### config.mk
export PLATFORM = sky130hd
export DESIGN_NAME = caption_608_line_extractor
export DESIGN_NICKNAME = d
export VERILOG_FILES = /design/src/hw/rtl/c608_pkg.sv /design/src/hw/rtl/caption_608_line_extractor.sv /design/src/hw/rtl/c608_front.sv /design/src/hw/rtl/c608_queue.sv /design/src/hw/rtl/c608_back.sv
export SDC_FILE = /design/constraint.sdc
export NUM_CORES = 1
export LEC_CHECK = 0
export BUFFER_PORTS_ARGS = -buffer_cell sky130_fd_sc_hd__buf_2
export CORE_ASPECT_RATIO = 0.6
export CORE_MARGIN = 2
export CORE_UTILIZATION = 65
export CTS_BUF_LIST = sky130_fd_sc_hd__clkbuf_8
export DETAILED_ROUTE_END_ITERATION = 16
export PLACE_DENSITY = 0.82
export SETUP_SLACK_MARGIN = 0.1
export SLEW_MARGIN = 5
export SYNTH_ARGS = -nofsm -noshare
export SYNTH_HDL_FRONTEND = slang
export SYNTH_SLANG_ARGS = --single-unit
### constraint.sdc
create_clock -name clk -period 7.8 [get_ports clk]
set_input_delay 0.39 -clock clk [delete_from_list [all_inputs] [get_ports clk]]
set_output_delay 0.39 -clock clk [all_outputs]
set_load 0.005 [all_outputs]
### src/hw/rtl/c608_pkg.sv
// ---------------------------------------------------------------------------
// c608_pkg
// shared types and constants for the caption line extractor
// ---------------------------------------------------------------------------
package c608_pkg;

  localparam int unsigned LINE_CAP_DEF = 64;
  localparam int unsigned CAP_MAX      = 64;
  localparam logic [7:0]  BYTE_NULL    = 8'h80;
  localparam logic [6:0]  CHAR_SPACE   = 7'h20;
  localparam logic [4:0]  NO_ROW       = 5'h1f;

  // operation codes handed from the front end to the line engine
  localparam logic [1:0] OP_NONE  = 2'd0;
  localparam logic [1:0] OP_TEXT  = 2'd1;
  localparam logic [1:0] OP_FLUSH = 2'd2;

  typedef struct packed {
    logic [1:0]  op;
    logic [6:0]  ch_a;
    logic        a_ok;
    logic [6:0]  ch_b;
    logic        b_ok;
    logic        set_start;
    logic [31:0] now_ms;
  } c608_cmd_t;

  function automatic logic [6:0] strip_parity(input logic [7:0] raw);
    strip_parity = (^raw) ? raw[6:0] : 7'd0;
  endfunction

  function automatic logic [4:0] row_of(input logic [6:0] a, input logic [6:0] b);
    logic up;
    logic lo;
    up = (b >= 7'h40) && (b <= 7'h5f);
    lo = (b >= 7'h60);
    row_of = NO_ROW;
    if (up || lo) begin
      unique case (a)
        7'h11:   row_of = up ? 5'd0 : 5'd1;
        7'h12:   row_of = up ? 5'd2 : 5'd3;
        7'h10:   row_of = up ? 5'd10 : NO_ROW;
        7'h13:   row_of = up ? 5'd11 : 5'd12;
        7'h14:   row_of = up ? 5'd13 : 5'd14;
        default: row_of = NO_ROW;
      endcase
    end
  endfunction

endpackage

### src/hw/rtl/caption_608_line_extractor.sv
// ---------------------------------------------------------------------------
// caption_608_line_extractor
// caption byte pair decoder that emits trimmed channel-one text lines
// ---------------------------------------------------------------------------
// usage:
//   in_ channel: one request per caption byte pair (pair_ok, two raw bytes
//   with parity, sample time). out_ channel: one request per character of a
//   flushed line, all stamped with the line start time, last_of_line on the
//   final character.
//   a decoder accepts a pair per cycle while the two-entry queue has room;
//   the line engine takes one command at a time. a text pair with a second
//   character passes through an extra state in the engine. a flush scans
//   the buffer through its registered read port, one trim pass for leading
//   and one for trailing spaces, then emits the characters one at a time
//   as the receiver takes them.
//   reset clears channel, command, row, length and start time; the buffer
//   contents are not cleared.
//   a stalled receiver holds the result; the engine waits, the queue fills,
//   then in_ready drops.
// ---------------------------------------------------------------------------
module caption_608_line_extractor #(
  parameter int unsigned LINE_CAPACITY = c608_pkg::LINE_CAP_DEF
) (
  input  logic        clk,
  input  logic        rst_n,
  input  logic        in_valid,
  output logic        in_ready,
  input  logic        in_pair_ok,
  input  logic [7:0]  in_first_byte,
  input  logic [7:0]  in_second_byte,
  input  logic [31:0] in_sample_ms,
  output logic        out_valid,
  input  logic        out_ready,
  output logic [6:0]  out_char_code,
  output logic [31:0] out_line_time_ms,
  output logic        out_last_of_line
);

  // decoded command stream from front end into queue
  c608_pkg::c608_cmd_t f_cmd, q_cmd;
  logic f_valid, f_ready, q_valid, q_ready;

  c608_front u_front (
    .clk, .rst_n, .in_valid, .in_ready,
    .pair_ok(in_pair_ok), .first_byte(in_first_byte),
    .second_byte(in_second_byte), .sample_ms(in_sample_ms),
    .cmd_valid(f_valid), .cmd_ready(f_ready), .cmd(f_cmd)
  );

  // decouples decode from line emission
  c608_queue u_queue (
    .clk, .rst_n, .wr_valid(f_valid), .wr_ready(f_ready), .wr_data(f_cmd),
    .rd_valid(q_valid), .rd_ready(q_ready), .rd_data(q_cmd)
  );

  c608_back #(.LINE_CAPACITY(LINE_CAPACITY)) u_back (
    .clk, .rst_n, .cmd_valid(q_valid), .cmd_ready(q_ready), .cmd(q_cmd),
    .out_valid, .out_ready, .out_char_code, .out_line_time_ms,
    .out_last_of_line
  );

endmodule

### src/hw/rtl/c608_front.sv
// ---------------------------------------------------------------------------
// c608_front
// decodes byte pairs, tracks channel / command / row state, issues commands
// ---------------------------------------------------------------------------
module c608_front (
  input  logic               clk,
  input  logic               rst_n,
  input  logic               in_valid,
  output logic               in_ready,
  input  logic               pair_ok,
  input  logic [7:0]         first_byte,
  input  logic [7:0]         second_byte,
  input  logic [31:0]        sample_ms,
  output logic               cmd_valid,
  input  logic               cmd_ready,
  output c608_pkg::c608_cmd_t cmd
);

  logic        chan1_r, chan1_nxt;
  logic [13:0] prev_cmd_r, prev_cmd_nxt;
  logic [4:0]  prev_row_r, prev_row_nxt;
  logic [6:0]  a, b;
  logic [13:0] cur;
  logic [4:0]  row;
  logic        live, acc;

  assign in_ready  = cmd_ready;
  assign acc       = in_valid && in_ready;
  assign a         = c608_pkg::strip_parity(first_byte);
  assign b         = c608_pkg::strip_parity(second_byte);
  assign cur       = {a, b};
  assign row       = c608_pkg::row_of(a, b);
  assign live      = pair_ok && !(first_byte == c608_pkg::BYTE_NULL &&
                                  second_byte == c608_pkg::BYTE_NULL);
  assign cmd_valid = in_valid;

  always_comb begin
    chan1_nxt     = chan1_r;
    prev_cmd_nxt  = prev_cmd_r;
    prev_row_nxt  = prev_row_r;
    cmd           = '0;
    cmd.op        = c608_pkg::OP_NONE;
    cmd.ch_a      = a;
    cmd.ch_b      = b;
    cmd.set_start = live;
    cmd.now_ms    = sample_ms;
    if (live) begin
      priority if (a >= 7'h20 && chan1_r) begin
        cmd.op   = c608_pkg::OP_TEXT;
        cmd.a_ok = 1'b1;
        cmd.b_ok = (b >= 7'h20);
      end else if (a >= 7'h10 && a <= 7'h14) begin
        chan1_nxt = 1'b1;
        if (cur != prev_cmd_r) begin
          prev_cmd_nxt = cur;
          priority if ((a == 7'h11 && b >= 7'h20 && b <= 7'h2f) ||
                       (a == 7'h14 && b == 7'h28)) begin
            cmd.op   = c608_pkg::OP_TEXT;
            cmd.ch_a = c608_pkg::CHAR_SPACE;
            cmd.a_ok = 1'b1;
          end else if (a == 7'h14 && (b == 7'h20 || b == 7'h2c || b == 7'h2d ||
                                      b == 7'h2e || b == 7'h2f)) begin
            cmd.op = c608_pkg::OP_FLUSH;
            if (b == 7'h2e) prev_row_nxt = c608_pkg::NO_ROW;
          end else if (row != c608_pkg::NO_ROW && row != prev_row_r) begin
            cmd.op       = c608_pkg::OP_FLUSH;
            prev_row_nxt = row;
          end else begin
            cmd.op = c608_pkg::OP_NONE;
          end
        end
      end else if (a >= 7'h18 && a <= 7'h1f) begin
        chan1_nxt = 1'b0;
      end else begin
        cmd.op = c608_pkg::OP_NONE;
      end
    end
  end

  always_ff @(posedge clk) begin
    if (!rst_n) begin
      chan1_r    <= 1'b1;
      prev_cmd_r <= '0;
      prev_row_r <= c608_pkg::NO_ROW;
    end else if (acc) begin
      chan1_r    <= chan1_nxt;
      prev_cmd_r <= prev_cmd_nxt;
      prev_row_r <= prev_row_nxt;
    end
  end

endmodule

### src/hw/rtl/c608_queue.sv
// ---------------------------------------------------------------------------
// c608_queue
// two-entry command queue between decoder and line engine
// ---------------------------------------------------------------------------
module c608_queue (
  input  logic                clk,
  input  logic                rst_n,
  input  logic                wr_valid,
  output logic                wr_ready,
  input  c608_pkg::c608_cmd_t wr_data,
  output logic                rd_valid,
  input  logic                rd_ready,
  output c608_pkg::c608_cmd_t rd_data
);

  c608_pkg::c608_cmd_t mem_r [2];
  logic       wp_r, rp_r;
  logic [1:0] cnt_r;
  logic       wr, rd;

  assign wr_ready = (cnt_r != 2'd2);
  assign rd_valid = (cnt_r != 2'd0);
  assign rd_data  = mem_r[rp_r];
  assign wr       = wr_valid && wr_ready;
  assign rd       = rd_valid && rd_ready;

  always_ff @(posedge clk) begin
    if (wr) mem_r[wp_r] <= wr_data;
  end

  always_ff @(posedge clk) begin
    if (!rst_n) begin
      wp_r  <= 1'b0;
      rp_r  <= 1'b0;
      cnt_r <= 2'd0;
    end else begin
      if (wr) wp_r <= ~wp_r;
      if (rd) rp_r <= ~rp_r;
      cnt_r <= cnt_r + {1'b0, wr} - {1'b0, rd};
    end
  end

endmodule

### src/hw/rtl/c608_back.sv
// ---------------------------------------------------------------------------
// c608_back
// line buffer: appends characters, trims and streams a line on flush
// ---------------------------------------------------------------------------
module c608_back #(
  parameter int unsigned LINE_CAPACITY = c608_pkg::LINE_CAP_DEF
) (
  input  logic                clk,
  input  logic                rst_n,
  input  logic                cmd_valid,
  output logic                cmd_ready,
  input  c608_pkg::c608_cmd_t cmd,
  output logic                out_valid,
  input  logic                out_ready,
  output logic [6:0]          out_char_code,
  output logic [31:0]         out_line_time_ms,
  output logic                out_last_of_line
);

  localparam int unsigned AW = $clog2(LINE_CAPACITY);
  localparam logic [6:0]  CAP = 7'(LINE_CAPACITY);

  localparam logic [2:0] ST_IDLE = 3'd0;
  localparam logic [2:0] ST_LEAD = 3'd1;
  localparam logic [2:0] ST_TAIL = 3'd2;
  localparam logic [2:0] ST_EMIT = 3'd3;
  localparam logic [2:0] ST_B    = 3'd4;

  logic [6:0]  buf_r [LINE_CAPACITY];
  logic [2:0]  st_r;
  logic [6:0]  len_r, first_r, last_r, idx_r;
  logic [31:0] start_r, now_r;
  logic [6:0]  ch_b_r;
  logic [6:0]  rd_data_r;
  logic        rd_ok_r;
  logic [6:0]  wr_len;
  logic        take, out_fire;

  assign cmd_ready = (st_r == ST_IDLE);
  assign take      = cmd_valid && cmd_ready;
  assign out_fire  = out_valid && out_ready;

  // buffer write: first char at len, second char in the cycle after, from ST_B
  always_ff @(posedge clk) begin
    if (take && cmd.op == c608_pkg::OP_TEXT && cmd.a_ok && len_r < CAP)
      buf_r[len_r[AW-1:0]] <= cmd.ch_a;
    else if (st_r == ST_B && len_r < CAP)
      buf_r[len_r[AW-1:0]] <= ch_b_r;
  end

  // registered read of the scan index
  always_ff @(posedge clk) begin
    rd_data_r <= buf_r[idx_r[AW-1:0]];
  end

  assign wr_len = len_r;

  always_ff @(posedge clk) begin
    if (!rst_n) begin
      st_r      <= ST_IDLE;
      len_r     <= '0;
      start_r   <= '0;
      out_valid <= 1'b0;
      rd_ok_r   <= 1'b0;
      idx_r     <= '0;
    end else begin
      rd_ok_r <= 1'b0;
      unique case (st_r)
        ST_IDLE: begin
          if (take) begin
            if (cmd.set_start && start_r == '0) start_r <= cmd.now_ms;
            now_r <= cmd.now_ms;
            unique case (cmd.op)
              c608_pkg::OP_TEXT: begin
                if (wr_len < CAP) len_r <= wr_len + 7'd1;
                ch_b_r <= cmd.ch_b;
                if (cmd.b_ok) st_r <= ST_B;
              end
              c608_pkg::OP_FLUSH: begin
                idx_r   <= '0;
                first_r <= '0;
                if (len_r == '0) st_r <= ST_IDLE;
                else st_r <= ST_LEAD;
              end
              default: st_r <= ST_IDLE;
            endcase
          end
        end
        ST_B: begin
          if (len_r < CAP) len_r <= len_r + 7'd1;
          st_r <= ST_IDLE;
        end
        ST_LEAD: begin
          // skip leading spaces, waiting on the registered read for each entry
          if (rd_ok_r) begin
            if (rd_data_r == c608_pkg::CHAR_SPACE) begin
              if (idx_r + 7'd1 >= len_r) begin
                len_r <= '0;
                st_r  <= ST_IDLE;
              end else begin
                idx_r <= idx_r + 7'd1;
              end
            end else begin
              first_r <= idx_r;
              idx_r   <= len_r - 7'd1;
              last_r  <= len_r;
              st_r    <= ST_TAIL;
            end
          end else begin
            rd_ok_r <= 1'b1;
          end
        end
        ST_TAIL: begin
          if (rd_ok_r) begin
            if (rd_data_r == c608_pkg::CHAR_SPACE) begin
              last_r <= idx_r;
              idx_r  <= idx_r - 7'd1;
            end else begin
              last_r <= idx_r + 7'd1;
              idx_r  <= first_r;
              st_r   <= ST_EMIT;
            end
          end else begin
            rd_ok_r <= 1'b1;
          end
        end
        ST_EMIT: begin
          if (out_fire) begin
            out_valid <= 1'b0;
            if (out_last_of_line) begin
              len_r   <= '0;
              start_r <= now_r;
              st_r    <= ST_IDLE;
            end else begin
              idx_r <= idx_r + 7'd1;
            end
          end else if (!out_valid && rd_ok_r) begin
            out_valid        <= 1'b1;
            out_char_code    <= rd_data_r;
            out_line_time_ms <= start_r;
            out_last_of_line <= (idx_r + 7'd1 == last_r);
          end else if (!out_valid) begin
            rd_ok_r <= 1'b1;
          end
        end
        default: st_r <= ST_IDLE;
      endcase
    end
  end

  a_len_cap: assert property (@(posedge clk) disable iff (!rst_n) len_r <= CAP)
    else $error("line length beyond capacity");
  a_out_emit: assert property (@(posedge clk) disable iff (!rst_n)
    out_valid |-> st_r == ST_EMIT) else $error("result outside emit");
  a_hold: assert property (@(posedge clk) disable iff (!rst_n)
    out_valid && !out_ready |=> out_valid && $stable(out_char_code))
    else $error("result dropped");
  a_busy: assert property (@(posedge clk) disable iff (!rst_n)
    st_r != ST_IDLE |-> !cmd_ready) else $error("command taken while busy");

endmodule

==> Word level (Yosys, flattened, before mapping) <==
Memory sizes are Yosys's and may differ from the RTL's. A register that Yosys moved wholly into a read port is not among the register bits.
Cells that the tools add are included.
{ "classes": {"reduce_logical": 56, "n_eq_ne": 42, "n_addsub": 6, "n_lt_le_gt_ge": 12, "bitwise_logic": 6, "mux": 88} }
{ "op_table": {"columns": ["cell", "n"], "rows": [
  ["7-bit 2-to-1 mux", 27],
  ["32-bit 2-to-1 mux", 4],
  ["32-bit case mux with 2 select lines", 1],
  ["7-bit case mux with 4 select lines", 2],
  ["7-bit by 6-bit == test with 1-bit output (second input constant)", 7],
  ["7-bit by 5-bit == test with 1-bit output (second input constant)", 5],
  ["32-bit logical NOT", 1],
  ["8-bit AND reduction", 4],
  ["3-bit 2-to-1 mux", 10],
  ["7-bit case mux with 2 select lines", 2],
  ["5-bit 2-to-1 mux", 5],
  ["5-bit case mux with 5 select lines", 1],
  ["1-bit 2-to-1 mux", 23],
  ["1-bit logical AND", 20],
  ["10-bit 2-to-1 mux", 2],
  ["8-bit == test (second input constant)", 2],
  ["8-bit 2-to-1 mux", 2],
  ["2-bit != test (second input constant)", 8],
  ["8-bit XOR reduction", 2],
  ["5-bit AND reduction", 3],
  ["7-bit by 1-bit adder with 7-bit output (second input constant)", 2],
  ["7-bit by 5-bit greater-or-equal comparator with 1-bit output (second input constant)", 2],
  ["7-bit by 6-bit greater-or-equal comparator with 1-bit output (second input constant)", 2],
  ["7-bit greater-or-equal comparator (second input constant)", 2],
  ["other kinds (36)", 71]
]} }
{ "totals": {"mem_bits_rw": 550, "word_cells": 231, "register_bits": 168, "input_bits": 53, "memories": 2} }
{ "mem_list": {"columns": ["memory", "depth", "width", "rd", "rd_clocked_by_memory_dff", "write_ports", "line", "text"], "rows": [
  ["u_back.buf_r", 64, 7, 1, 1, 1, "c608_back.sv:29", "logic [6:0] buf_r [LINE_CAPACITY];"],
  ["u_queue.mem_r", 2, 51, 1, 1, 1, "c608_queue.sv:16", "c608_pkg::c608_cmd_t mem_r [2];"]
]} }

==> Depth between registers and ports, before layout <==
{ "depth": {"depth_word": 16, "ltp_mapped": 16, "ltp_nobuf": 12} }

==> Cells and area by module <==
A second synthesis with hierarchy kept.
{ "hier_totals": {"cells_unflattened": 1851, "hier_area_um2": 30118.9} }
{ "modules_own_cells": {"columns": ["module", "n_inst", "area_per_inst_um2", "cells_each", "seq_area_each_um2"], "rows": [
  ["c608_back", 1, 24133.1, 1387, 17406.7],
  ["c608_queue", 1, 3931.3, 189, 3163.0],
  ["c608_front", 1, 2054.5, 275, 400.4]
]} }

==> Worst setup path after synthesis <==
OpenSTA, ideal clock, no wires.
{ "synth_timing": {"path_type": "reg-to-reg", "startpoint": "register (tool-made name)", "endpoint": "memory u_back.buf_r[0][0], data pin", "n_path_buf": 4, "t_required_ns": 7.098, "path_stages_with_launch": 7, "arrival_time_ns": 4.339, "synth_period_minus_slack_ns": 5.040, "path_slack_ns": 2.760, "path_cell_list": "dfxtp_1 > clkbuf_1 > clkbuf_1 > buf_1 > clkbuf_1 > mux2i_1 > o21ai_0"} }
{ "synth_lines": {"columns": ["item", "line"], "rows": [
  ["to (decl)", "c608_back.sv:29"]
]} }

==> metrics.md <==
| Metric | Value |
|---|---|
| Status | finished clean |
| Final Power | 10.57 mW |
| Post-cts hold buffer count | 32 |
| Worst r2r path cells | 9 |
| Crit Path Category | reg -> reg |
| #FFs+latches synth | 724 |
| Worst Hold Margin | 0.1151 ns |
| Area share of the largest cell type after synthesis | 65.46% |
| Post-route ant nets | 0 |
| Die Wd | 278.6 um |
| Post-synth top area cell | edfxtp_1 |
| Number of flops mapped to enable cells by yosys | 641 |
| Syn Nets | 1819 |
| Crit-path max cell delay | 0.86 ns |
| Worst vdd ir | 0.2293 mV |
| Port bufs | 94 |
| Die footprint | 47010 um2 |
| Via-to-Cell Ratio | 6.366 |
| Share of cells above drive strength 1 | 23.08% |
| Hold Crit Start | out_ready |
| RePlAce Congestion | 0.9390 |
| Post-route minimum period | 4.219 ns |
| R2R Setup Slk | 3.58 ns |
| Post-DR wirelength/cell | 25.77 um |
| Initial antenna violation count | 0 |
| Seq/Total Area, Yosys | 71.11% |
| Clk Latency, worst-skew pair | 0.69 ns |
| Post-route DRC violation count | 0 |
| Vias | 16.39k |
| Sw Ratio | 31.61% |
| Crit path to | u_back.buf_r[55][4] |
| Worst Hold Class | in -> reg |
| Synth Cell Area | 29410 um2 |
| Total global routing overflow | 0 |
| Crit path cell chain | buf_4, mux2i_1, ha_1, nand2_1, nor4_1, nor2_1, nor2_1, nand3_1, nor2_1 |
| Crit end category | flop |
| Avg Inst Size Synth | 16.88 um2 |
| Final period util | 54.09% |
| Core area | 44740 um2 |
| Most frequent cells in the layout | edfxtp_1 (641), nor2_1 (138), mux4_2 (135) |
| Critical Path Fanout Max | 36 |
| Cts bufs inserted | 96 |
| Clk sink count | 724 |
| Critical Path Stages | 9 |
| Most frequent cell on the critical path | nor2_1 |
| H-tree depth | 3 |
| Arr. time, crit path | 4.53 ns |
| Post-layout util | 73.19% |
| CTS max path bufs | 3 |
| DR iter-0 viols | 2525 |
| Die Y | 168.8 um |
| Async SR Flop Fraction | 0% |
| DRT Pass-1 Iters | 7 |
| # nets final | 1980 |
| Global-route wire length before repair | 99990 um |
| Clk_skew | 0.05357 ns |
| Int Power | 7.228 mW |
| Kind of start point of the critical path | flop |
| Cell Rows | 60 |
| Final Setup Violations | 0 |
| Family with the most delay on the worst path | simple AND/OR/NAND/NOR gates |
| Synth Warn # | 0 |
| Num ports | 95 |
| Mapped Cells | 1742 |
| CP required | 8.11 ns |
| Synth area leaders | edfxtp_1 (65%), mux4_2 (10%), dfxtp_1 (5.7%), mux2i_1 (2.1%), mux2_2 (1.8%) |
| Max_slew headroom | 27.67% |
| Most common cell after layout, fill and taps aside | edfxtp_1 |
| Flop pwr share | 49.2% |
| Gate power share | 24.7% |
| CTS tree | yes |
| Post-CTS Setup Bufs | 0 |
| PwrDens | 322.8 nW/um2 |
| Final WL | 66340 um |
| Max-capacitance violation count | 0 |
| Ys flop type | edfxtp_1 |
| P_sw | 3.341 mW |
| Reg2Reg Capture Point | u_back.buf_r[55][4] |
| Max Clk Rate | 0.2370 GHz |
| Vias in the first global route | 16.21k |
| Setup TNS | 0 ns |
| RSZ-0062 raised after global routing | no |
| Slew Viols, Final | 0 |
| Count of buffer and inverter cells on the critical path | 1 |
| Final HPWL DP | 41250 um |
| Clk network pwr share | 26.2% |
| Lkg Pwr | 11.09 nW |
| Largest net degree at the start of global routing | 79 |
| Clock tree root driver cell | clkbuf_8 |
| Area added between synthesis and finish | 11.35% |
| Final hold violations | 0 |
| Clock Pin Slew Worst Setup and Hold Paths | 0.07 ns |
| Gr usage total | 28.83% |
| Netlist cell types | 64 |
| Initial core utilization | 65.72% |
| CTS resizes | 0 |
| Least-Margin Pin Slew | 1.081 ns |
| CP max-delay cell | nor2_1 |
[metrics by stage]
stage	worst slack (ns)	cell area, um2	cells
3_5_place_dp	3.378	30550	2362
6_report	3.581	32750	2574
5_1_grt	3.208	32740	2573
3_3_place_gp	3.589	30550	2362
4_1_cts	3.651	32740	2573
2_1_floorplan	2.760	29410	1742
[area by class of cell]
cell class | count | area, um2
clock buffers | 108 | 1486
inverters | 35 | 131.4
multi-input cells | 897 | 8115
diodes | 1 | 2.502
clock inverters | 71 | 389.1
well taps | 589 | 737.0
fillers | 2632 | 12000
flip-flops and latches | 724 | 20920
repair buffers | 149 | 963.4
[worst min path at each step]
stage / endpoint / slack (ns) / depth (start not counted)
after floorplan: u_back.out_char_code[5] / 0.40 / 0
after CTS: u_back.out_valid / 0.09 / 4
after global placement: u_back.out_char_code[0] / 0.42 / 0
after detailed placement: u_back.out_char_code[0] / 0.42 / 0
final: u_back.out_valid / 0.12 / 4
after global routing: u_back.out_valid / 0.12 / 4
[sequential cells by signal (all words and copies together) (netlist names), 14 cells and up, named ones only]
name and cells:
u_back.out_line_time_ms 32, u_back.now_r 32, u_back.start_r 32, u_front.prev_cmd_r 14, u_queue.mem_r 100, u_back.buf_r 448
[cell families (layout without fill, tap and decap cells)]
group	after synthesis	count (layout)	share of synthesized area, %
muxes	248	248	14.42
buffers and inverters	121	363	1.647
adders and majority gates	24	24	1.021
AOI/OAI and AO/OA	166	166	3.595
xor gates and xnor gates	53	53	1.604
DFF	724	724	71.11
other	0	1	0
and+or+nand+nor	406	406	6.604
[cells in the mapped netlist (all sizes together) (2+ instances only)]
cell	count
a211oi	10
nand3	20
a31oi	9
mux2i	63
nor3	14
mux2	50
nand4	7
nand2	110
nor2	141
nand2b	9
xor2	16
and2	46
buf	30
nor2b	16
a211o	2
o21ai	63
o211a	7
a21o	4
nor4	11
and3	13
ha	24
or3	2
o22ai	15
o31a	5
a21boi	2
mux4	135
nor4b	3
nor4bb	6
o221ai	2
o21a	5
clkbuf	56
edfxtp	641
xnor2	37
o211ai	7
dfxtp	83
a21oi	25
a2111oi	3
inv	34
nor3b	3
[worst reg2reg max path, cell delays in order (launching register included)]
cell and delay [ns]:
dfxtp_2 0.60, buf_4 0.58, mux2i_1 0.31, ha_1 0.23, nand2_1 0.08, nor4_1 0.17, nor2_1 0.10, nor2_1 0.24
nand3_1 0.69, nor2_1 0.86
[layer usage]
| metal | GRT usage, % | up-vias | wire length (um) |
|---|---|---|---|
| met4 | 6.615 | 0 | 1117 |
| met3 | 9.731 | 92 | 7874 |
| met2 | 40.87 | 877 | 29050 |
| li1 | - | 7103 | - |
| met1 | 44.02 | 8314 | 28300 |
| met5 | 0 | - | 0 |
[power groups by stage]
stage | Sequential [mW] | Clock [mW] | Combinational, mW
floorplan | 5.13 | 0 | 1.77
global placement | 5.25 | 0 | 2.43
detailed placement | 5.27 | 0 | 2.53
CTS | 5.19 | 2.79 | 2.56
global route | 5.22 | 2.96 | 2.80
finish | 5.20 | 2.77 | 2.61
(Power assumes the default switching activity.)
